===== src/rtl/core/length_prefixed_frame_receiver_macros.svh =====
// Assertion macros for the length-prefixed frame receiver.
// Used by the top level; needs no other file.
`ifndef LENGTH_PREFIXED_FRAME_RECEIVER_MACROS_SVH
`define LENGTH_PREFIXED_FRAME_RECEIVER_MACROS_SVH

// Same-cycle implication, checked outside reset.
`define LPFR_ASSERT_SAME(label, clk, rst_n, ante, cons, msg) \
	label: assert property (@(posedge clk) disable iff (!rst_n) (ante) |-> (cons)) \
		else $error(msg);

// Next-cycle implication, checked outside reset.
`define LPFR_ASSERT_NEXT(label, clk, rst_n, ante, cons, msg) \
	label: assert property (@(posedge clk) disable iff (!rst_n) (ante) |=> (cons)) \
		else $error(msg);

`endif


===== src/rtl/core/lpfr_pkg.sv =====
// Shared types and constants of the length-prefixed frame receiver.
// No dependencies; used by the channel interfaces and the top level.
`timescale 1ns / 1ps
`default_nettype none

package lpfr_pkg;

	// Width of the length accumulator and the payload byte counter.
	localparam int COUNT_WIDTH = 16;
	localparam int BYTE_W      = 8;
	localparam int EVENT_W     = 3;
	localparam int REPORT_W    = 16;
	localparam int CFG_DATA_W  = 16;
	localparam int CFG_IDX_W   = 1;
	localparam int IDLE_W      = 16;

	typedef logic [EVENT_W-1:0]     event_t;
	typedef logic [COUNT_WIDTH-1:0] count_t;
	typedef logic [CFG_IDX_W-1:0]   cfg_idx_t;

	// Event codes.
	localparam event_t EV_HDR_BEGUN = 3'd0;
	localparam event_t EV_HDR_ENDED = 3'd1;
	localparam event_t EV_ABORTED   = 3'd2;
	localparam event_t EV_OVERSIZE  = 3'd3;
	localparam event_t EV_READY     = 3'd4;
	localparam event_t EV_DATA      = 3'd5;
	localparam event_t EV_TIMEOUT   = 3'd6;
	localparam event_t EV_COMPLETE  = 3'd7;

	// Register indexes.
	localparam cfg_idx_t REG_SIZE_LIMIT    = 1'd0;
	localparam cfg_idx_t REG_TIMEOUT_TICKS = 1'd1;

	localparam logic [CFG_DATA_W-1:0] SIZE_LIMIT_RST    = 16'd4096;
	localparam logic [CFG_DATA_W-1:0] TIMEOUT_TICKS_RST = 16'd1000;

	// Request type codes.
	localparam logic REQ_BYTE = 1'b0;
	localparam logic REQ_TICK = 1'b1;

	// Header framing characters.
	localparam logic [BYTE_W-1:0] CHAR_OPEN  = 8'h3C;
	localparam logic [BYTE_W-1:0] CHAR_CLOSE = 8'h3E;
	localparam logic [BYTE_W-1:0] CHAR_ABORT = 8'h25;
	localparam logic [BYTE_W-1:0] CHAR_ZERO  = 8'd48;
	localparam logic [BYTE_W-1:0] CHAR_NINE  = 8'd57;

	localparam count_t COUNT_MAX = {COUNT_WIDTH{1'b1}};
	localparam logic [IDLE_W-1:0] IDLE_MAX = {IDLE_W{1'b1}};

endpackage

`default_nettype wire


===== src/rtl/core/lpfr_ifs.sv =====
// Valid/ready channel interfaces of the length-prefixed frame receiver:
// request channel, result channel and configuration write channel. Uses lpfr_pkg.
`timescale 1ns / 1ps
`default_nettype none

interface lpfr_item_if;
	logic                        valid;
	logic                        ready;
	logic                        req_type;
	logic [lpfr_pkg::BYTE_W-1:0] rx_byte;
	logic                        host_busy;

	modport source (output valid, req_type, rx_byte, host_busy, input ready);
	modport sink (input valid, req_type, rx_byte, host_busy, output ready);
endinterface

interface lpfr_result_if;
	logic                          valid;
	logic                          ready;
	lpfr_pkg::event_t              event_res;
	logic [lpfr_pkg::BYTE_W-1:0]   data_byte;
	logic [lpfr_pkg::REPORT_W-1:0] byte_count;
	logic                          last;

	modport source (output valid, event_res, data_byte, byte_count, last, input ready);
	modport sink (input valid, event_res, data_byte, byte_count, last, output ready);
endinterface

interface lpfr_cfg_if;
	logic                            valid;
	logic                            ready;
	lpfr_pkg::cfg_idx_t              index;
	logic [lpfr_pkg::CFG_DATA_W-1:0] data;

	modport source (output valid, index, data, input ready);
	modport sink (input valid, index, data, output ready);
endinterface

`default_nettype wire


===== src/rtl/core/length_prefixed_frame_receiver.sv =====
// Length-prefixed frame receiver.
// Channels over lpfr_ifs, that is: request in (item), result out (result),
// register writes (cfg). The block waits for a header such as "<123>", then
// passes on that many payload bytes and reports the frame's end. Each request
// is a serial byte or a timer tick; header-phase requests are ignored while
// host_busy is high. One request produces zero to three results; the last
// result of a request carries last = 1.
// A request is registered at acceptance in the request register and decoded
// from there; its results are loaded into the result register, which drives
// the result channel, once that register is free.
// Throughput: one request per cycle as long as each produces at most one
// result and the result channel does not stall; the result register holds
// all results of one request and sends one per cycle while result.ready is high.
// When the result channel stalls, the result register holds and the request
// register fills behind it; after that item.ready drops.
// Reset clears all frame state and loads size_limit = 4096 and
// timeout_ticks = 1000. Register writes are taken in any cycle (cfg.ready is
// always high) and are meant to be issued while the block is idle.
`timescale 1ns / 1ps
`default_nettype none
`include "length_prefixed_frame_receiver_macros.svh"

module length_prefixed_frame_receiver (
	input  wire             clk,
	input  wire             arst_n,
	lpfr_item_if.sink       item,
	lpfr_result_if.source   result,
	lpfr_cfg_if.sink        cfg
);

	localparam int MULT_W = lpfr_pkg::COUNT_WIDTH + 4;

	// Configuration registers.
	logic [lpfr_pkg::CFG_DATA_W-1:0] size_limit_q;
	logic [lpfr_pkg::CFG_DATA_W-1:0] timeout_ticks_q;

	// Frame state.
	logic                          in_payload_q;
	lpfr_pkg::count_t              length_q;
	lpfr_pkg::count_t              rcv_count_q;
	logic [lpfr_pkg::IDLE_W-1:0]   idle_q;

	// Request register.
	logic                          valid_s1;
	logic                          req_type_s1;
	logic [lpfr_pkg::BYTE_W-1:0]   rx_byte_s1;
	logic                          host_busy_s1;

	// Result register: all results of one request.
	logic                          valid_s2;
	logic [1:0]                    nres_s2;
	lpfr_pkg::event_t              ev0_s2;
	lpfr_pkg::event_t              ev1_s2;
	lpfr_pkg::event_t              ev2_s2;
	logic [lpfr_pkg::BYTE_W-1:0]   data_s2;
	logic [lpfr_pkg::REPORT_W-1:0] count_s2;
	logic [1:0]                    idx_q;

	// Decode of the registered request.
	logic [1:0]                    nres;
	lpfr_pkg::event_t              ev0;
	lpfr_pkg::event_t              ev1;
	lpfr_pkg::event_t              ev2;
	logic [lpfr_pkg::BYTE_W-1:0]   data_d;
	lpfr_pkg::count_t              count_d;
	logic                          in_payload_d;
	lpfr_pkg::count_t              length_d;
	lpfr_pkg::count_t              rcv_count_d;
	logic [lpfr_pkg::IDLE_W-1:0]   idle_d;
	logic                          frame_end;

	logic [MULT_W-1:0]             digit_sum;
	lpfr_pkg::count_t              rcv_inc;
	logic [lpfr_pkg::IDLE_W-1:0]   idle_inc;
	logic                          is_digit;
	logic                          oversize;

	logic                          res_last;
	logic                          out_done;
	logic                          s2_free;
	logic                          adv_s1;

	// Handshake control.
	assign res_last = (idx_q == (nres_s2 - 2'd1));
	assign out_done = valid_s2 && result.ready && res_last;
	assign s2_free  = !valid_s2 || out_done;
	assign adv_s1   = valid_s1 && s2_free;
	assign item.ready = !valid_s1 || s2_free;
	assign cfg.ready  = 1'b1;

	// Arithmetic helpers.
	assign is_digit  = (rx_byte_s1 >= lpfr_pkg::CHAR_ZERO) &&
		(rx_byte_s1 <= lpfr_pkg::CHAR_NINE);
	// length * 10 + digit, as two shifted adds.
	assign digit_sum = ({4'd0, length_q} << 3) + ({4'd0, length_q} << 1) +
		MULT_W'(rx_byte_s1 - lpfr_pkg::CHAR_ZERO);
	assign rcv_inc   = (rcv_count_q == lpfr_pkg::COUNT_MAX) ? rcv_count_q :
		rcv_count_q + 1'b1;
	assign idle_inc  = (idle_q == lpfr_pkg::IDLE_MAX) ? idle_q : idle_q + 1'b1;
	assign oversize  = 32'(length_q) > 32'(size_limit_q);

	// Request decode: results and next frame state.
	always_comb begin
		nres         = 2'd0;
		ev0          = lpfr_pkg::EV_HDR_BEGUN;
		ev1          = lpfr_pkg::EV_HDR_BEGUN;
		ev2          = lpfr_pkg::EV_HDR_BEGUN;
		data_d       = '0;
		count_d      = '0;
		in_payload_d = in_payload_q;
		length_d     = length_q;
		rcv_count_d  = rcv_count_q;
		idle_d       = idle_q;
		frame_end    = 1'b0;
		if (!in_payload_q) begin
			// Header phase: busy host and ticks are ignored.
			if (!host_busy_s1 && req_type_s1 == lpfr_pkg::REQ_BYTE) begin
				if (rx_byte_s1 == lpfr_pkg::CHAR_OPEN) begin
					nres = 2'd1;
					ev0  = lpfr_pkg::EV_HDR_BEGUN;
				end else if (rx_byte_s1 == lpfr_pkg::CHAR_ABORT) begin
					nres     = 2'd1;
					ev0      = lpfr_pkg::EV_ABORTED;
					length_d = '0;
				end else if (rx_byte_s1 == lpfr_pkg::CHAR_CLOSE) begin
					nres = 2'd1;
					ev0  = lpfr_pkg::EV_HDR_ENDED;
					// A zero length stays in the header phase.
					if (length_q != '0) begin
						in_payload_d = 1'b1;
						rcv_count_d  = '0;
						idle_d       = '0;
						if (oversize) begin
							nres = 2'd3;
							ev1  = lpfr_pkg::EV_OVERSIZE;
							ev2  = lpfr_pkg::EV_READY;
						end else begin
							nres = 2'd2;
							ev1  = lpfr_pkg::EV_READY;
						end
					end
				end else if (is_digit) begin
					// The length saturates at its largest value.
					length_d = (digit_sum > MULT_W'(lpfr_pkg::COUNT_MAX)) ?
						lpfr_pkg::COUNT_MAX : digit_sum[lpfr_pkg::COUNT_WIDTH-1:0];
				end
			end
		end else if (req_type_s1 == lpfr_pkg::REQ_TICK) begin
			idle_d = idle_inc;
			if (idle_inc >= timeout_ticks_q) begin
				nres      = 2'd1;
				ev0       = lpfr_pkg::EV_TIMEOUT;
				count_d   = rcv_count_q;
				frame_end = 1'b1;
			end
		end else if (rx_byte_s1 == lpfr_pkg::CHAR_ABORT) begin
			nres      = 2'd1;
			ev0       = lpfr_pkg::EV_ABORTED;
			count_d   = rcv_count_q;
			frame_end = 1'b1;
		end else begin
			// Payload byte: passed on, and the frame completes at its length.
			idle_d      = '0;
			rcv_count_d = rcv_inc;
			nres        = 2'd1;
			ev0         = lpfr_pkg::EV_DATA;
			data_d      = rx_byte_s1;
			count_d     = rcv_inc;
			if (rcv_inc >= length_q) begin
				nres      = 2'd2;
				ev1       = lpfr_pkg::EV_COMPLETE;
				frame_end = 1'b1;
			end
		end
		if (frame_end) begin
			in_payload_d = 1'b0;
			length_d     = '0;
			rcv_count_d  = '0;
			idle_d       = '0;
		end
	end

	// Configuration registers.
	always_ff @(posedge clk or negedge arst_n) begin
		if (!arst_n) begin
			size_limit_q    <= lpfr_pkg::SIZE_LIMIT_RST;
			timeout_ticks_q <= lpfr_pkg::TIMEOUT_TICKS_RST;
		end else if (cfg.valid) begin
			unique case (cfg.index)
				lpfr_pkg::REG_SIZE_LIMIT:    size_limit_q    <= cfg.data;
				lpfr_pkg::REG_TIMEOUT_TICKS: timeout_ticks_q <= cfg.data;
				default: ;
			endcase
		end
	end

	// Frame state advances when the registered request is decoded.
	always_ff @(posedge clk or negedge arst_n) begin
		if (!arst_n) begin
			in_payload_q <= 1'b0;
			length_q     <= '0;
			rcv_count_q  <= '0;
			idle_q       <= '0;
		end else if (adv_s1) begin
			in_payload_q <= in_payload_d;
			length_q     <= length_d;
			rcv_count_q  <= rcv_count_d;
			idle_q       <= idle_d;
		end
	end

	// Request register.
	always_ff @(posedge clk or negedge arst_n) begin
		if (!arst_n) begin
			valid_s1 <= 1'b0;
		end else if (item.ready) begin
			valid_s1 <= item.valid;
		end
	end

	always_ff @(posedge clk) begin
		if (item.valid && item.ready) begin
			req_type_s1  <= item.req_type;
			rx_byte_s1   <= item.rx_byte;
			host_busy_s1 <= item.host_busy;
		end
	end

	// Result register and result index.
	always_ff @(posedge clk or negedge arst_n) begin
		if (!arst_n) begin
			valid_s2 <= 1'b0;
			nres_s2  <= 2'd1;
			idx_q    <= 2'd0;
		end else if (adv_s1 && nres != 2'd0) begin
			valid_s2 <= 1'b1;
			nres_s2  <= nres;
			idx_q    <= 2'd0;
		end else if (out_done) begin
			valid_s2 <= 1'b0;
			idx_q    <= 2'd0;
		end else if (valid_s2 && result.ready) begin
			idx_q <= idx_q + 2'd1;
		end
	end

	always_ff @(posedge clk) begin
		if (adv_s1 && nres != 2'd0) begin
			ev0_s2   <= ev0;
			ev1_s2   <= ev1;
			ev2_s2   <= ev2;
			data_s2  <= data_d;
			count_s2 <= lpfr_pkg::REPORT_W'(count_d);
		end
	end

	// Result channel.
	always_comb begin
		unique case (idx_q)
			2'd0:    result.event_res = ev0_s2;
			2'd1:    result.event_res = ev1_s2;
			default: result.event_res = ev2_s2;
		endcase
	end

	// Only the first result of a request can be a data event.
	assign result.valid      = valid_s2;
	assign result.data_byte  = (idx_q == 2'd0) ? data_s2 : '0;
	assign result.byte_count = count_s2;
	assign result.last       = res_last;

	// A new set of results never overwrites one still being sent.
	`LPFR_ASSERT_SAME(a_no_overwrite, clk, arst_n, adv_s1 && nres != 2'd0, !valid_s2 || out_done, "result register overwritten before all results were sent")

	// In the payload phase the byte count stays below the announced length.
	`LPFR_ASSERT_SAME(a_count_below_len, clk, arst_n, in_payload_q, length_q != '0 && rcv_count_q < length_q, "payload byte count reached length without completing")

	// A frame end always returns to the header phase.
	`LPFR_ASSERT_NEXT(a_end_to_header, clk, arst_n, adv_s1 && frame_end, !in_payload_q && length_q == '0, "frame end did not return to header phase")

endmodule

`default_nettype wire


===== src/flat_wrapper.sv =====
// flat-port wrapper written by rule: the top's interface ports become plain ports
module length_prefixed_frame_receiver_flat 
  (clk, arst_n, item_valid, item_req_type, item_rx_byte, item_host_busy, item_ready, result_valid, result_event_res, result_data_byte, result_byte_count, result_last, result_ready, cfg_valid, cfg_index, cfg_data, cfg_ready);
  lpfr_item_if item_i ();
  lpfr_result_if result_i ();
  lpfr_cfg_if cfg_i ();
  input  wire clk;
  input  wire arst_n;
  input wire logic [$bits(item_i.valid)-1:0] item_valid;
  input wire logic [$bits(item_i.req_type)-1:0] item_req_type;
  input wire logic [$bits(item_i.rx_byte)-1:0] item_rx_byte;
  input wire logic [$bits(item_i.host_busy)-1:0] item_host_busy;
  output wire logic [$bits(item_i.ready)-1:0] item_ready;
  output wire logic [$bits(result_i.valid)-1:0] result_valid;
  output wire logic [$bits(result_i.event_res)-1:0] result_event_res;
  output wire logic [$bits(result_i.data_byte)-1:0] result_data_byte;
  output wire logic [$bits(result_i.byte_count)-1:0] result_byte_count;
  output wire logic [$bits(result_i.last)-1:0] result_last;
  input wire logic [$bits(result_i.ready)-1:0] result_ready;
  input wire logic [$bits(cfg_i.valid)-1:0] cfg_valid;
  input wire logic [$bits(cfg_i.index)-1:0] cfg_index;
  input wire logic [$bits(cfg_i.data)-1:0] cfg_data;
  output wire logic [$bits(cfg_i.ready)-1:0] cfg_ready;
  assign item_i.valid = item_valid;
  assign item_i.req_type = item_req_type;
  assign item_i.rx_byte = item_rx_byte;
  assign item_i.host_busy = item_host_busy;
  assign item_ready = item_i.ready;
  assign result_valid = result_i.valid;
  assign result_event_res = result_i.event_res;
  assign result_data_byte = result_i.data_byte;
  assign result_byte_count = result_i.byte_count;
  assign result_last = result_i.last;
  assign result_i.ready = result_ready;
  assign cfg_i.valid = cfg_valid;
  assign cfg_i.index = cfg_index;
  assign cfg_i.data = cfg_data;
  assign cfg_ready = cfg_i.ready;
  length_prefixed_frame_receiver u_core (.clk(clk), .arst_n(arst_n), .item(item_i), .result(result_i), .cfg(cfg_i));
endmodule

===== config.mk =====
export PLATFORM = sky130hd
export DESIGN_NAME = length_prefixed_frame_receiver_flat
export DESIGN_NICKNAME = d
export VERILOG_FILES = /design/src/rtl/core/lpfr_pkg.sv /design/src/rtl/core/lpfr_ifs.sv /design/src/rtl/core/length_prefixed_frame_receiver.sv /design/src/flat_wrapper.sv
export VERILOG_INCLUDE_DIRS = /design/src /design/src/rtl/core
export SDC_FILE = /design/constraint.sdc
export NUM_CORES = 1
export LEC_CHECK = 0
export BUFFER_PORTS_ARGS = -buffer_cell sky130_fd_sc_hd__clkbuf_2
export CORE_MARGIN = 2
export CORE_UTILIZATION = 57
export DETAILED_ROUTE_END_ITERATION = 10
export GPL_TIMING_DRIVEN = 0
export PLACE_DENSITY = 0.79
export RECOVER_POWER = 100
export SLEW_MARGIN = 40
export SYNTH_ARGS = -nofsm -noshare
export SYNTH_HDL_FRONTEND = slang
export SYNTH_SLANG_ARGS = --single-unit

===== constraint.sdc =====
create_clock -name clk -period 7.19 [get_ports clk]
set_clock_uncertainty 0.15 [all_clocks]
set_input_delay 0.3595 -clock clk [delete_from_list [all_inputs] [get_ports clk]]
set_output_delay 0.3595 -clock clk [all_outputs]
set_load 0.005 [all_outputs]

# == Yosys cells after proc, flatten, opt, wreduce, memory -nomap -nowiden ==
# Index checks and enable logic that the tools add are counted.
# op_classes
mux,74
addsub,7
n_eq_ne,14
order_cmp,6
bitwise_logic,6
reduce_logical,29
# ops
operator,n
$mux W16,25
$mux W3,18
$add A16 B1 Y16 const B,2
$eq A16 B16 Y1 const B,2
$ge A16 B16 Y1,2
$eq A8 B6 Y1 const B,3
$mux W2,12
$add A19 B17 Y20,1
$add A20 B20 Y20,1
$gt A20 B16 Y1 const B,1
$mux W1,17
$gt A16 B16 Y1,1
$reduce_bool A16 Y1,1
$reduce_bool A3 Y1,5
$reduce_and A7 Y1,2
$ne A3 B1 Y1 const B,4
$sub A8 B6 Y9 const B,1
$ge A8 B6 Y1 const B,1
$le A8 B6 Y1 const B,1
$mux W8,1
$logic_and A1 B1 Y1,7
$not A1 Y1,6
$pmux W3 S2,1
$reduce_and A6 Y1,1
14 further kinds,20
# word_totals
ff_bits,130
out_inout_bits,31
word_cells,154
in_bits,32

# == Logic depth before layout (Yosys ltp) ==
# Gate-level depths: netlist (run 1).
# logic_depth
word_depth,11
mapped_depth,18

# == Worst setup path after synthesis (run 1) ==
# No wires, ideal clock.
# synth_timing
path_kind,reg-to-reg
start,reg u_core.idle_q[4] (netlist name)
end,reg u_core.nres_s2[1]
setup_time_ps,119
period_less_slack_ps,5160
stages_incl_launch_ff,17
t_arrival_ps,4891
setup_slack_ps,2030
path_cell_list,dfrtp_1 > clkbuf_1 > nand4_1 > nor4_1 > and3_1 > a21oi_1 > xor2_1 > ha_1 > o21a_1 > o211ai_1 > a2111oi_0 > a211oi_1 > and3_1 > clkbuf_1 > nor2_1 > nand3_1 > a21o_1
# synth_between
elab_chain_cells,8
word_cells_on_any_way,9
cone_classes,add/sub: 1; order compare: 1; eq/ne: 1; mux: 4; reduce/logical: 2
# synth_lines
element,line,rtl
"start, declared",length_prefixed_frame_receiver.sv:41,logic [lpfr_pkg::IDLE_W-1:0] idle_q;
"start signal, assigned",length_prefixed_frame_receiver.sv:208,idle_q <= idle_d;
$add A16 B1 Y16 or $eq A16 B16 Y1 (tied branches),length_prefixed_frame_receiver.sv:99,assign idle_inc = (idle_q == lpfr_pkg::IDLE_MAX) ? idle_q : idle_q + 1'b1;
$mux W16 (*),length_prefixed_frame_receiver.sv:99,
$ge A16 B16 Y1 (*),length_prefixed_frame_receiver.sv:150,if (idle_inc >= timeout_ticks_q) begin
$mux W1 (*),length_prefixed_frame_receiver.sv:150,
$mux W2 (*),length_prefixed_frame_receiver.sv:148,end else if (req_type_s1 == lpfr_pkg::REQ_TICK) begin
$mux W2 (*),length_prefixed_frame_receiver.sv:115,if (!in_payload_q) begin
$reduce_bool A2 Y1 (*),length_prefixed_frame_receiver.sv:235,end else if (adv_s1 && nres != 2'd0) begin
$logic_and A1 B1 Y1 (*),length_prefixed_frame_receiver.sv:235,
"end signal, assigned",length_prefixed_frame_receiver.sv:237,nres_s2 <= nres;
"end, declared",length_prefixed_frame_receiver.sv:51,logic [1:0] nres_s2;
# Every way passes the cells marked *; elsewhere a longest branch is shown, timed or not.
# A chain may end at the register's enable or synchronous reset.

# == Final worst setup path (run 1) ==
# layout_timing
start,reg u_core.rx_byte_s1[6] (netlist name)
end,reg u_core.length_q[14]
# layout_between
elab_chain_cells,11
word_cells_on_any_way,26
cone_classes,add/sub: 2; order compare: 3; eq/ne: 6; mux: 11; reduce/logical: 4
# layout_lines
element,line,rtl
"start, declared",length_prefixed_frame_receiver.sv:46,logic [lpfr_pkg::BYTE_W-1:0] rx_byte_s1;
"start signal, assigned",length_prefixed_frame_receiver.sv:224,rx_byte_s1 <= item.rx_byte;
$sub A8 B6 Y9,length_prefixed_frame_receiver.sv:96,MULT_W'(rx_byte_s1 - lpfr_pkg::CHAR_ZERO);
$add A20 B20 Y20,length_prefixed_frame_receiver.sv:95,"assign digit_sum = ({4'd0, length_q} << 3) + ({4'd0, length_q} << 1) +"
$gt A20 B16 Y1,length_prefixed_frame_receiver.sv:144,length_d = (digit_sum > MULT_W'(lpfr_pkg::COUNT_MAX)) ?
$mux W16,length_prefixed_frame_receiver.sv:144,
$mux W16,length_prefixed_frame_receiver.sv:142,end else if (is_digit) begin
$mux W16,length_prefixed_frame_receiver.sv:125,end else if (rx_byte_s1 == lpfr_pkg::CHAR_CLOSE) begin
$mux W16,length_prefixed_frame_receiver.sv:121,end else if (rx_byte_s1 == lpfr_pkg::CHAR_ABORT) begin
$mux W16,length_prefixed_frame_receiver.sv:118,if (rx_byte_s1 == lpfr_pkg::CHAR_OPEN) begin
$mux W16,length_prefixed_frame_receiver.sv:117,if (!host_busy_s1 && req_type_s1 == lpfr_pkg::REQ_BYTE) begin
$mux W16,length_prefixed_frame_receiver.sv:115,
$mux W16,length_prefixed_frame_receiver.sv:175,if (frame_end) begin
"end signal, assigned",length_prefixed_frame_receiver.sv:206,length_q <= length_d;
"end, declared",length_prefixed_frame_receiver.sv:39,lpfr_pkg::count_t length_q;
# Parallel ways exist; a longest one is shown, timed or not. The select of a mux whose other input is x is not followed.

==> impl.org, run 1 <==
** Run status
- Result of the run :: finished with violations
- The final reports fail on capacitance limit, slew limit.

** Clock network
- Clock-pin transition on the worst setup and hold timing paths :: roughly 0.060 ns
- Clock latency on the worst-skew pair, taken at its later pin, is between 0.4 and 0.5 ns.
- Clock buffer count from CTS :: 17
- Post-CTS timing repair inserted 0 buffers for setup.
- The cell sitting at the root of the clock tree is a sky130_fd_sc_hd__clkbuf_16.
- The clock passes through at most 2 buffers.
- Sinks on Clock Net :: between 100 and 150
- TritonCTS built the clock tree.
- In this run the number of H-tree levels came out at 4.

** Worst setup path
- Traced cell by cell, the critical path runs through or2_2, nor2_1, fa_1, ha_1, a21o_1, o311ai_0, a21boi_0, o21ai_0, mux2_1, o41ai_4, buf_6, o211ai_1.
- Startpoint types :: flip-flop
- Endpoint required time on the critical path :: 7.33 ns
- The worst setup path is of the flip-flop to flip-flop kind.
- In this design, the stage delay of the slowest critical-path cell is roughly 0.94 ns.
- Slowest cell on the critical path :: sky130_fd_sc_hd__nor2_1
- At the worst endpoint, the arrival time is 6.14 ns.
- The cell family contributing the most delay on the critical path is compound AO/OA/AOI/OAI gates.
- Along the worst path, the maximum fanout reaches 11.
- Nature of the critical path endpoint :: flip-flop
- Count of buffer and inverter cells on the critical path :: 1

** Final layout
- Once layout is complete, the utilization of the core stands at 0.664.
- Combined area of the multi-input logic cells :: about 4900 sq um
- Total area of sequential cells :: about 3400 sq um
- Diodes inserted :: 0
- The layout has around 1.2k filler cells.
- Proportion of layout cells with a drive suffix above 1 :: 0.117
- Synth-to-Final Area Change :: 14.6%
- The net count of the finished layout is 1154.

** Detailed routing
- Dividing the detail-routed wire length by the instance count gives between 15 and 20 microns.
- Final WL :: around 22 mm
- Antenna violation net count after detailed routing :: 0
- DR vias :: approximately 7.5k
- Remaining DRCs :: 0
- First drt pass iteration count :: 5
- In this run, the number of DRC markers left after iteration 0 of detailed routing was approximately 710.
- Average via count per standard cell :: between 6 and 7

** Synthesis
- Mean cell area of the mapped netlist :: about 9.4 sq um
- After synthesis, the netlist uses 71 different library cells.
- Post-synth EDFFs :: 40
- The synthesized netlist occupies a cell area of 8780 sq um.
- Of all flip-flops after synthesis, the portion carrying an async set or reset was 0.685.
- Syn. warnings :: 0
- The number of nets in the synthesized netlist is ~1.1k.
- For this run, the register share of the synthesized area comes to 0.386.
- The cell count after synthesis came out at roughly 940.
- Flip-flop cell with the highest count after synthesis :: sky130_fd_sc_hd__dfrtp_1
- After synthesis the netlist holds a flip-flop and latch count of 127.

** Floorplan
- Measured along the x axis, the die boundary spans ~130 microns.
- The die is 128 microns tall.
- The floorplan step defined a die boundary enclosing roughly 16000 sq um.
- The core region is approximately 15000 sq um.
- The floorplan has between 40 and 50 rows.
- Initial core utilization :: 0.579
- Top-level I/O count :: 63

** GRT
- In the global route stage, overall resource usage came out at 0.282.
- Global routing finished with a remaining overflow of 0.
- The initial antenna violation count came to 0.
- Entering global routing, the biggest net connects 65 pins.
- Global-route wire length before repair :: between 30 and 40 mm
- The number of global-route vias before repair is ~7.1k.

** Placed design
- Detailed placer's ending HPWL :: about 16 mm
- The congestion estimate from routability-driven global placement came to 0.961.
- Port bufs :: 61

** STA
- Based on the critical path, the design can be clocked at up to 167 MHz.
- Number of setup violations in the final report :: 0
- Setup repair after global routing left no endpoint under its margin.
- Number of failing hold endpoints at the final stage :: 0
- Total Negative Setup Slacks :: 0 ns
- The smallest clock period supported by the final layout is computed as about 6 ns.
- Transition at the pin with the smallest max-transition slack :: 3.69 ns
- Headroom to the max-slew limit :: -1.46
- In the finished design, the share of the clock period the worst path needs comes to 0.834.
- Max Transition Viols Final :: 65

** Pwr
- VDD sags by at most roughly 0.21 mV.
- Leakage Power :: between 4 and 5 nW
- Power spread over the standard cell area amounts to 316 nW/um^2.

** Job
- Max-cap violations :: 1

** Worst hold path
- The min-delay analysis places its worst path in the category primary input to flip-flop.
-- per-stage QoR --
step	hold slack [ns]	cells	power, mW	setup WS (ns)	instance area, sq um
2_1_floorplan	-0.0861	938	1.85	2.03	8780
3_3_place_gp	0.335	1187	2.18	0.717	9320
3_5_place_dp	0.0987	1189	2.24	1.97	9380
4_1_cts	0.00132	1233	3.19	1.87	10100
5_1_grt	0.0272	1233	3.38	0.773	10100
6_report	0.00323	1233	3.18	1.19	10100
-- per-layer routing --
| metal | part of all wire | up-vias | GRT usage |
|---|---|---|---|
| met1 | 0.45 | 3616 | 0.386 |
| li1 | - | 3538 | - |
| met3 | 0.059 | 56 | 0.0505 |
| met2 | 0.47 | 249 | 0.448 |
| met5 | 0 | - | 0 |
| met4 | 0.027 | 0 | 0.114 |
-- placed cells by master, fill, tap and decap left out, types with 6 or more instances in the layout --
master / n
sky130_fd_sc_hd__xor2_1: 13
sky130_fd_sc_hd__fa_1: 15
sky130_fd_sc_hd__and2_1: 6
sky130_fd_sc_hd__o211ai_1: 21
sky130_fd_sc_hd__xnor2_1: 29
sky130_fd_sc_hd__dfrtp_1: 79
sky130_fd_sc_hd__clkbuf_16: 17
sky130_fd_sc_hd__mux2_2: 21
sky130_fd_sc_hd__o21ai_0: 68
sky130_fd_sc_hd__ha_1: 75
sky130_fd_sc_hd__clkbuf_1: 52
sky130_fd_sc_hd__nand3_1: 31
sky130_fd_sc_hd__dfstp_2: 8
sky130_fd_sc_hd__nand2b_1: 12
sky130_fd_sc_hd__dlygate4sd3_1: 12
sky130_fd_sc_hd__and3_1: 15
sky130_fd_sc_hd__a21oi_1: 51
sky130_fd_sc_hd__edfxtp_1: 40
sky130_fd_sc_hd__o22ai_1: 11
sky130_fd_sc_hd__a211oi_1: 6
sky130_fd_sc_hd__inv_1: 75
sky130_fd_sc_hd__o21a_1: 10
sky130_fd_sc_hd__nand2_1: 100
sky130_fd_sc_hd__a21o_1: 11
sky130_fd_sc_hd__nor3_1: 11
sky130_fd_sc_hd__nand4_1: 16
sky130_fd_sc_hd__a22o_1: 9
sky130_fd_sc_hd__nor2_1: 56
sky130_fd_sc_hd__o31ai_1: 11
sky130_fd_sc_hd__clkbuf_2: 41
sky130_fd_sc_hd__and2_0: 22
sky130_fd_sc_hd__nor2b_1: 12
-- what timing repair did --
action	in CTS	in global routing
hold buffers	12	0
hold endpoints to repair	87	0
setup endpoints to repair	0	0
gates resized for setup	0	0
-- Yosys cell counts (22+ instances only) --
library cell | number | area share
sky130_fd_sc_hd__inv_1 | 75 | 0.032
sky130_fd_sc_hd__o21ai_0 | 67 | 0.038
sky130_fd_sc_hd__nor2_1 | 56 | 0.024
sky130_fd_sc_hd__mux2_2 | 22 | 0.028
sky130_fd_sc_hd__dfrtp_1 | 79 | 0.23
sky130_fd_sc_hd__nand2_1 | 100 | 0.043
sky130_fd_sc_hd__a21oi_1 | 51 | 0.029
sky130_fd_sc_hd__and2_1 | 26 | 0.019
sky130_fd_sc_hd__nand3_1 | 31 | 0.018
sky130_fd_sc_hd__ha_1 | 75 | 0.11
sky130_fd_sc_hd__clkbuf_1 | 24 | 0.010
sky130_fd_sc_hd__xnor2_1 | 29 | 0.029
sky130_fd_sc_hd__edfxtp_1 | 40 | 0.14
-- power breakdown --
part	switching (mW)	internal (mW)	leakage, nW	total, mW
sequential	0.115	0.915	1.51	1.03
combinational	0.743	0.471	2.71	1.21
clock	0.347	0.586	0.304	0.933
-- sequential cells by signal, summed over array words and instances (netlist names) --
register and cells:
u_core.nres_s2 2, u_core.valid_s1 1, u_core.timeout_ticks_q 16, u_core.in_payload_q 1, u_core.ev1_s2 2, u_core.result.valid 1, u_core.data_s2 8, u_core.ev0_s2 3
u_core.idle_q 16, u_core.ev2_s2 1, u_core.size_limit_q 16, u_core.rcv_count_q 16, u_core.result.byte_count 16, u_core.length_q 16, u_core.idx_q 2, u_core.req_type_s1 1
u_core.rx_byte_s1 8, u_core.host_busy_s1 1
-- tightest hold or removal path, cell delays in order --
cell and delay, ns:
sky130_fd_sc_hd__clkbuf_2 0.09, sky130_fd_sc_hd__nand2_1 0.04, sky130_fd_sc_hd__o21ai_0 0.08
-- final timing paths --
check	from	cells past startpoint	slack (ns)	end
setup reg to reg	u_core.rx_byte_s1[6]	12	1.19	u_core.length_q[14]
hold reg to reg	u_core.nres_s2[0]	2	0.35	u_core.nres_s2[0]
min in group asynchronous	arst_n	2	0.60	u_core.idle_q[8]
setup / recovery	u_core.rx_byte_s1[6]	12	1.19	u_core.length_q[14]
max in group asynchronous	arst_n	3	2.17	u_core.length_q[14]
hold / removal	cfg_data[12]	3	0.003	u_core.size_limit_q[12]
-- layout make-up --
| cell class | instances | area share |
|---|---|---|
| plain buffers | 38 | 0.0167 |
| clock inverters | 14 | 0.0203 |
| multi-input cells | 698 | 0.490 |
| clock buffers | 18 | 0.0427 |
| inverters | 75 | 0.0280 |
| repair buffers | 75 | 0.0416 |
| flip-flops and latches | 127 | 0.337 |
| well taps | 188 | 0.0234 |
-- cell families (layout without fill, tap and decap cells) --
logic type,count (synthesis),count (layout),synth area share
other cells,1,1,0.000427
xor+xnor,42,42,0.0419
compound gates,232,232,0.170
flops,127,127,0.386
mux,26,26,0.0328
fa+ha+maj,90,90,0.141
buf+inv,113,220,0.0528
simple gates,307,307,0.175
Power figures use the tool's default switching activity.
==> run 2, diff against run 1 <==
==> constraint.sdc (replaced) <==
create_clock -name clk -period 6 [get_ports clk]
set_clock_uncertainty 0.15 [all_clocks]
set_input_delay 0.3 -clock clk [delete_from_list [all_inputs] [get_ports clk]]
set_output_delay 0.3 -clock clk [all_outputs]
set_load 0.005 [all_outputs]
==> run 2 against run 1 <==
The flow still finishes with violations (capacitance limit, slew limit). First-iteration DRC count decreased by 4.7%. Wire length up 2.9%. Maximum frequency rose by 7.2%. Utilization up 1.1 points. Flip-flop and latch count stayed put. Register-to-register slack worse by 0.79 ns. Sequential share of layout area down 0.53 points. Critical path depth is the same. Clock power increased by 20%. Largest cell class unchanged. Largest power group unchanged.
==> impl.org, run 2 (synthesis gave the netlist of run 1 again) <==
** Clock network
- CTS H-tree lvls :: 4 (unchanged)
- The worst-skew pair later-pin latency was 0.44 ns (about the same).
- Clock buffer count from CTS :: 17 (unchanged)
- Buffer depth of the longest clock path :: 2 (unchanged)
- Sinks on Clock Net :: 127 (unchanged)
- CTS tree :: yes
- Clock tree synthesis selected as its root buffer the cell sky130_fd_sc_hd__clkbuf_16.
- Setup Buffers After CTS :: 0 (unchanged)
- Clock-pin transition on the worst setup and hold timing paths :: 0.06 ns (about the same)

** Detailed routing
- The detailed route wirelength on metal3 was 1.44 mm (+12%).
- First drt pass iteration count :: 6 (+1)
- The vias per cell is 6.01 (-0.59%).
- The via count was 7511 (+0.70%).
- Final WL :: 22.6 mm (+2.9%)
- The routed length on met2 was 10.7 mm (+3.7%).
- The DRC violation count after routing was 0 (unchanged).
- Routed length on met1 :: 9.91 mm (+0.86%)
- Max layer used :: met4
- The first-iteration detailed-routing DRC count is 674 (-4.7%).
- Routed len/inst :: 18.1 microns (+1.6%)
- The number of nets with antenna violations after detailed routing came to 0 (unchanged).

** STA
- The worst relative slew slack came to -1.46 (+0.00345).
- RSZ-0062 raised after global routing :: false
- The measured slew at the worst slew-check pin came to 3.69 ns (-0.00517 ns).
- Upper clock frequency limit :: 179 MHz (+7.2%)
- Worst-case setup margin in the final layout :: 0.406 ns (-0.787 ns)
- The worst slack on hold paths was 0.00940 ns (+0.00617 ns).
- The max-slew violation total from the final report came to 65 (unchanged).
- The shortest period the worst path allows came to 5.59 ns (-0.403 ns).
- The final hold violation count came to 0 (unchanged).
- The final count of negative-setup-slack endpoints was 0 (unchanged).
- Post-route fraction of the period consumed by the critical path :: 0.932 (+0.0983)

** Final layout
- The post-layout net count is 1170 (+1.4%).
- Final standard cell area without fillers :: 10200 sq um (+1.6%)
- Most common cell after layout, fill and taps aside :: sky130_fd_sc_hd__nand2_1
- Fillers :: 1190 (-2.9%)
- The area growth from synthesis to layout is 16.4%.
- The number of antenna repair diodes came to 0 (unchanged).
- The layout cell share with drive strength beyond 1 was 0.117 (+0.000124).
- Most frequent cells in the layout :: sky130_fd_sc_hd__nand2_1 (100), sky130_fd_sc_hd__dfrtp_1 (79), sky130_fd_sc_hd__inv_1 (75), sky130_fd_sc_hd__ha_1 (75), sky130_fd_sc_hd__o21ai_0 (67)
- The non-filler instance count after layout was 1249 (+1.3%).

** Worst hold path
- Class of the worst hold path :: primary input to flip-flop
- Hold worst-path end :: u_core.size_limit_q[6]
- Start point of the worst min-delay path :: cfg_data[6]
- The number of instances on the worst hold path was 3 (unchanged).

** Placed design
- Port bufs :: 61 (unchanged)
- The HPWL reported at the end of detailed placement is 15.9 mm (unchanged).
- The final RePlAce weighted congestion was 0.961 (unchanged).
- The area after detailed placement is 9380 sq um (unchanged).
- The cell total after placement is 1189 (unchanged).
- The post-place setup slack came to 0.780 ns (-1.19 ns).

** Worst setup path
- The setup path with the least slack is of type flip-flop to flip-flop.
- The number of cells traversed by the worst register-to-register path was 12 (unchanged).
- The register-to-register setup slack is 0.41 ns (-0.79 ns).
- Nature of the critical path endpoint :: flip-flop
- Critical path fanouts, max :: 11 (unchanged)
- The arrival time reported for the critical path endpoint was 5.74 ns (-0.40 ns).
- Reg-to-reg endpoint :: u_core.length_q[14]
- Critical register-to-register path startpoint :: u_core.rx_byte_s1[6]
- Endpoint required time on the critical path :: 6.14 ns (-1.19 ns)
- Startpoint types :: flip-flop

** Floorplan
- The area of the core was 15100 sq um (unchanged).
- The die span in y was 128 microns (unchanged).
- Top-level I/O count :: 63 (unchanged)
- Initial core utilization :: 0.579 (unchanged)
- Placement Rows :: 45 (unchanged)
- Die area :: 16400 sq um (unchanged)
- Die Span X :: 128 microns (unchanged)

** Run status
- Violated checks :: capacitance limit, slew limit
- Result of the run :: finished with violations

** Job
- Max-cap violations :: 1 (unchanged)

** GRT
- The number of global-route vias before repair came to 7261 (+1.8%).
- Pin count of the biggest net entering global routing :: 65 (unchanged)
- Gr usage total :: 0.289 (+0.00683)
- The initial antenna violation count came to 0 (unchanged).
- The global-route wire length before repair came to 37.0 mm (+2.2%).
- The global-route congestion overflow total is 0 (unchanged).

** Pwr
- The static power due to leakage was 4.58 nW (+1.5%).
- Highest ir drop seen on vdd :: 0.255 mV (+21%)
- Total power divided by cell area :: 374 nW/um^2 (+18%)
run 2: changes by cell type in the layout (fill, tap and decap cells not counted), sizes merged:
cell,delta
buf,+3
dlygate4sd3,+16
clkbuf,-3
run 2: worst max-delay path by stage:
stage	start	end	slack, ns	cells past startpoint
2_1_floorplan	u_core.idle_q[4]	u_core.nres_s2[1]	0.84	16
3_3_place_gp	u_core.idle_q[4]	u_core.nres_s2[1]	-0.47	16
3_5_place_dp	u_core.idle_q[4]	u_core.rcv_count_q[3]	0.78	16
4_1_cts	u_core.idle_q[4]	u_core.rcv_count_q[3]	0.68	15
5_1_grt	u_core.rx_byte_s1[6]	u_core.length_q[14]	0.08	12
6_report	u_core.rx_byte_s1[6]	u_core.length_q[14]	0.41	12
run 2: critical path, cell delays in order, from the launching register on:
cell	delay [ns]
sky130_fd_sc_hd__edfxtp_1	0.49
sky130_fd_sc_hd__or2_2	0.38
sky130_fd_sc_hd__nor2_2	0.60
sky130_fd_sc_hd__fa_1	0.55
sky130_fd_sc_hd__ha_1	0.39
sky130_fd_sc_hd__a21o_1	0.24
sky130_fd_sc_hd__o311ai_1	0.39
sky130_fd_sc_hd__a21boi_0	0.23
sky130_fd_sc_hd__o21ai_1	0.36
sky130_fd_sc_hd__mux2_1	0.39
sky130_fd_sc_hd__o41ai_2	0.91
sky130_fd_sc_hd__buf_6	0.25
sky130_fd_sc_hd__o211ai_1	0.12
run 2: cell type report:
| type | count | area (sq um) | share of cell area |
|---|---|---|---|
| well taps | 188 | 235 | 0.0230 |
| clock inverters | 14 | 204 | 0.0200 |
| multi-input cells | 698 | 4920 | 0.482 |
| plain buffers | 38 | 178 | 0.0174 |
| flip-flops and latches | 127 | 3390 | 0.332 |
| repair buffers | 91 | 574 | 0.0562 |
| clock buffers | 18 | 429 | 0.0420 |
| inverters | 75 | 282 | 0.0276 |
run 2: metal layers:
layer	up-vias	GRT usage
li1	3565	-
met3	53	0.0543
met5	-	0
met4	0	0.125
met1	3619	0.391
met2	274	0.458
run 2: what timing repair did:
action,CTS,global route
hold buffers,28,0
gates resized for setup,0,0
hold endpoints to repair,123,0
run 2: power breakdown:
part | internal (mW) | switching (mW) | total, mW
combinational | 0.574 | 0.892 | 1.47
sequential | 1.10 | 0.139 | 1.24
clock | 0.702 | 0.417 | 1.12
run 2: metrics by stage:
step / TNS [ns] / util / power [mW]
final: 0 / 0.674 / 3.82
after global routing: 0 / 0.674 / 4.06
after CTS: 0 / 0.680 / 3.83
after detailed placement: 0 / 0.619 / 2.68
after global placement: -7.98 / 0.615 / 2.61
after floorplan: 0 / - / 2.21
==> run 3, diff against run 2 <==
==> constraint.sdc (replaced) <==
create_clock -name clk -period 6.99 [get_ports clk]
set_clock_uncertainty 0.15 [all_clocks]
set_input_delay 0.3495 -clock clk [delete_from_list [all_inputs] [get_ports clk]]
set_output_delay 0.3495 -clock clk [all_outputs]
set_load 0.005 [all_outputs]
==> run 3 against run 2 <==
Count of clock-buffer cells in the layout unchanged. Cell area down 1.4%. Clock power down 14%. Largest cell class unchanged. Final cell count down 1.0%. Global-route usage down 0.66 points. Die area unchanged. Flip-flop and latch count unchanged. Largest power group unchanged. Wire length down 2.5%. First-iteration DRC count up 0.15%. Maximum frequency down 6.4%. The run still ends with capacitance limit, slew limit left. Highest routed layer unchanged. Sequential power down 15%.
==> impl.org, run 3 (synthesis gave the netlist of run 1 again) <==
** Pwr
- Net switching share of the total power :: 0.379 (about the same)
- The peak ir drop on the vdd network was 0.216 mV (-15%).
- The internal portion of total power is 2.03 mW (-14%).
- Clock group share of total power :: 0.294 (about the same)
- Total power divided by cell area :: 325 nW/um^2 (-13%)
- Leakage Power :: 4.52 nW (-1.3%)
- Share of power burned in combinational logic :: 0.382 (-0.002)
- The post-layout total power came to 3.27 mW (-14%).
- Relative contribution of sequential cells to total power :: 0.324 (about the same)
- The reported net switching power is 1.24 mW (-15%).

** STA
- Setup repair after global routing left no endpoint under its margin.
- Time the worst path needs with I/O delays and setup :: 5.97 ns (+0.381 ns)
- The post-route setup TNS was 0 ns (unchanged).
- The ratio of final minimum period to clock period was 0.855 (-0.0776).
- The final hold violation count came to 0 (unchanged).
- The worst relative slew slack came to -1.45 (+0.00613).
- The maximum clock frequency is 167 MHz (-6.4%).
- Max Transition Viols Final :: 65 (unchanged)
- The measured slew at the worst slew-check pin came to 3.68 ns (-0.00920 ns).
- The final count of negative-setup-slack endpoints was 0 (unchanged).

** Clock network
- The sink count of the clock tree is 127 (unchanged).
- The clock input transition at the sequential cells of the worst setup and hold paths came to 0.06 ns (about the same).
- Clock latency on the worst-skew pair :: 0.43 ns (about the same)
- Post-cts gate resize count :: 0 (unchanged)
- CTS H-tree lvls :: 4 (unchanged)
- The root buffer cell chosen for the clock tree is sky130_fd_sc_hd__clkbuf_16.
- The number of buffers created by CTS is 17 (unchanged).
- TritonCTS built the clock tree.
- The deepest clock path buffer count was 2 (unchanged).

** Worst setup path
- Traced cell by cell, the critical path runs through or2_2, nor2_1, fa_1, ha_1, a21o_1, o311ai_1, a21boi_0, o21ai_1, mux2_1, o41ai_2, buf_6, o211ai_1.
- Endpoint required time on the critical path :: 7.13 ns (+0.99 ns)
- Among cell families on the critical path, the largest total delay comes from compound AO/OA/AOI/OAI gates.
- The startpoint identified for the worst register-to-register timing path is u_core.rx_byte_s1[6].
- The most critical setup path has its startpoint at u_core.rx_byte_s1[6].
- Arrival time reported for the critical path endpoint :: 6.11 ns (+0.37 ns)
- For this design, the slowest cell found on the critical path is sky130_fd_sc_hd__nor2_1.
- Critical path fanouts, max :: 11 (unchanged)
- Nature of the critical path endpoint :: flip-flop
- Reg-to-reg endpoint :: u_core.length_q[14]
- STA classifies the critical path startpoint as a flip-flop.
- The critical path ends at u_core.length_q[14].
- The largest stage delay on the critical path is 0.94 ns (+0.03 ns).
- Worst reg2reg setup slack :: 1.02 ns (+0.61 ns)
- Logic depth of the worst path, buffers included :: 12 (unchanged)
- Worst R2R Path Depth :: 12 (unchanged)
- Count of buffer and inverter cells on the critical path :: 1 (unchanged)
- Category of the most critical setup path :: flip-flop to flip-flop

** GRT
- Pin count of the biggest net entering global routing :: 65 (unchanged)
- The number of global-route vias before repair came to 7127 (-1.8%).
- The global-route wire length before repair came to 36.3 mm (-2.0%).
- Peak-usage layer in the global routing report :: met2
- Routing usage on met1 :: 0.387 (-0.00434)
- The global router's overall resource usage came to 0.283 (-0.00656).
- Met3 usage :: 0.0505 (-0.00376)
- The global-route congestion overflow total was 0 (unchanged).
- Global Route met2 Usage :: 0.448 (-0.00975)
- The initial antenna violation count came to 0 (unchanged).

** Floorplan
- The die span in y was 128 microns (unchanged).
- Die area :: 16400 sq um (unchanged)
- Die Span X :: 128 microns (unchanged)
- Top-level I/O count :: 63 (unchanged)
- Initial core utilization :: 0.579 (unchanged)
- Std-Cell Core Area :: 15100 sq um (unchanged)
- The number of placement rows is 45 (unchanged).

** Final layout
- Proportion of layout cells with a drive suffix above 1 :: 0.114 (-0.00332)
- The footprint of the flip-flops and latches was 3390 sq um (unchanged).
- The library cell used most frequently in the layout, excluding fill and tap cells, is sky130_fd_sc_hd__nand2_1.
- Relative to the synthesized area, the layout overhead comes to 14.7%.
- The number of antenna repair diodes was 0 (unchanged).
- The number of fill cells in the layout was 1225 (+2.9%).
- Net count of the finished layout :: 1157 (-1.1%)
- The library cells used most frequently in the layout, excluding fill and tap cells, are sky130_fd_sc_hd__nand2_1 (100), sky130_fd_sc_hd__dfrtp_1 (79), sky130_fd_sc_hd__inv_1 (75), sky130_fd_sc_hd__ha_1 (75), sky130_fd_sc_hd__o21ai_0 (67).
- Combined area of the multi-input logic cells :: 4920 sq um (-0.10%)

** Detailed routing
- The post-detailed-routing wire length came to 22.1 mm (-2.5%).
- First drt pass iteration count :: 5 (-1)
- Antenna violation net count after detailed routing :: 0 (unchanged)
- The vias per cell was 6.02 (about the same).
- The first-iteration detailed-routing DRC count was 675 (+0.15%).
- The DRC violation count after routing was 0 (unchanged).
- Routed len/inst :: 17.9 microns (-1.5%)
- The via count was 7438 (-0.97%).

** Placed design
- Port bufs :: 61 (unchanged)
- The HPWL reported at the end of detailed placement is 15.9 mm (unchanged).
- The final RePlAce weighted congestion came to 0.961 (unchanged).

** Job
- The reported max-cap violation count was 1 (unchanged).

** Worst hold path
- The tightest min-delay check is of the primary input to flip-flop type.
- Start point of the worst min-delay path :: cfg_data[8]

** Run status
- Result of the run :: finished with violations
- Violated checks :: capacitance limit, slew limit
## run 3: final cells by class
cell class                 count  share of cell area
buffer                        38              0.0167
clock buffer                  18              0.0426
clock inverter                14              0.0203
inverter                      75              0.0280
multi-input combinational    698               0.489
sequential                   127               0.337
tap                          188              0.0234
timing repair buffer          78              0.0441
## run 3: power groups by stage
stage	registers, mW	clock network [mW]	logic, mW
after floorplan	1.04	0	0.862
after global placement	1.07	0	1.18
after detailed placement	1.07	0	1.23
after CTS	1.06	0.966	1.26
after global routing	1.08	0.996	1.40
final	1.06	0.959	1.25
## run 3: routing by layer
metal | vias up | wire [microns]
met5 | - | 0
met4 | 0 | 580
met3 | 49 | 1310
met2 | 260 | 10200
met1 | 3583 | 9960
li1 | 3546 | -
## run 3: tightest hold or removal path, delay by kind of cell
kind	cells	cell delay, ns
buf+inv	1	0.09
compound gates	1	0.06
simple gates	1	0.04
## run 3: worst min-delay path by stage
stage	end	slack [ns]	depth (start not counted)
floorplan	u_core.idle_q[0]	-0.1	0
global placement	u_core.nres_s2[0]	0.33	2
detailed placement	u_core.idle_q[8]	0.09	1
CTS	u_core.size_limit_q[8]	0.0008	3
global route	u_core.size_limit_q[0]	0.02	2
finish	u_core.size_limit_q[8]	0.002	3
## run 3: what timing repair did
action | in CTS | in global routing
endpoints found under the hold margin | 97 | 0
setup buffers | 0 | 0
endpoints found under the setup margin | 0 | 0
hold buffers | 15 | 0
## run 3: through the flow
stage / utilization / instance area [sq um] / setup WS (ns) / hold slack (ns) / cells
detailed placement: 0.619 / 9380 / 1.77 / 0.0887 / 1189
global placement: 0.615 / 9320 / 0.517 / 0.335 / 1187
floorplan: - / 8780 / 1.83 / -0.0961 / 938
CTS: 0.671 / 10200 / 1.67 / 0.000771 / 1236
finish: 0.665 / 10100 / 1.02 / 0.00164 / 1236
global route: 0.665 / 10100 / 0.648 / 0.0172 / 1236
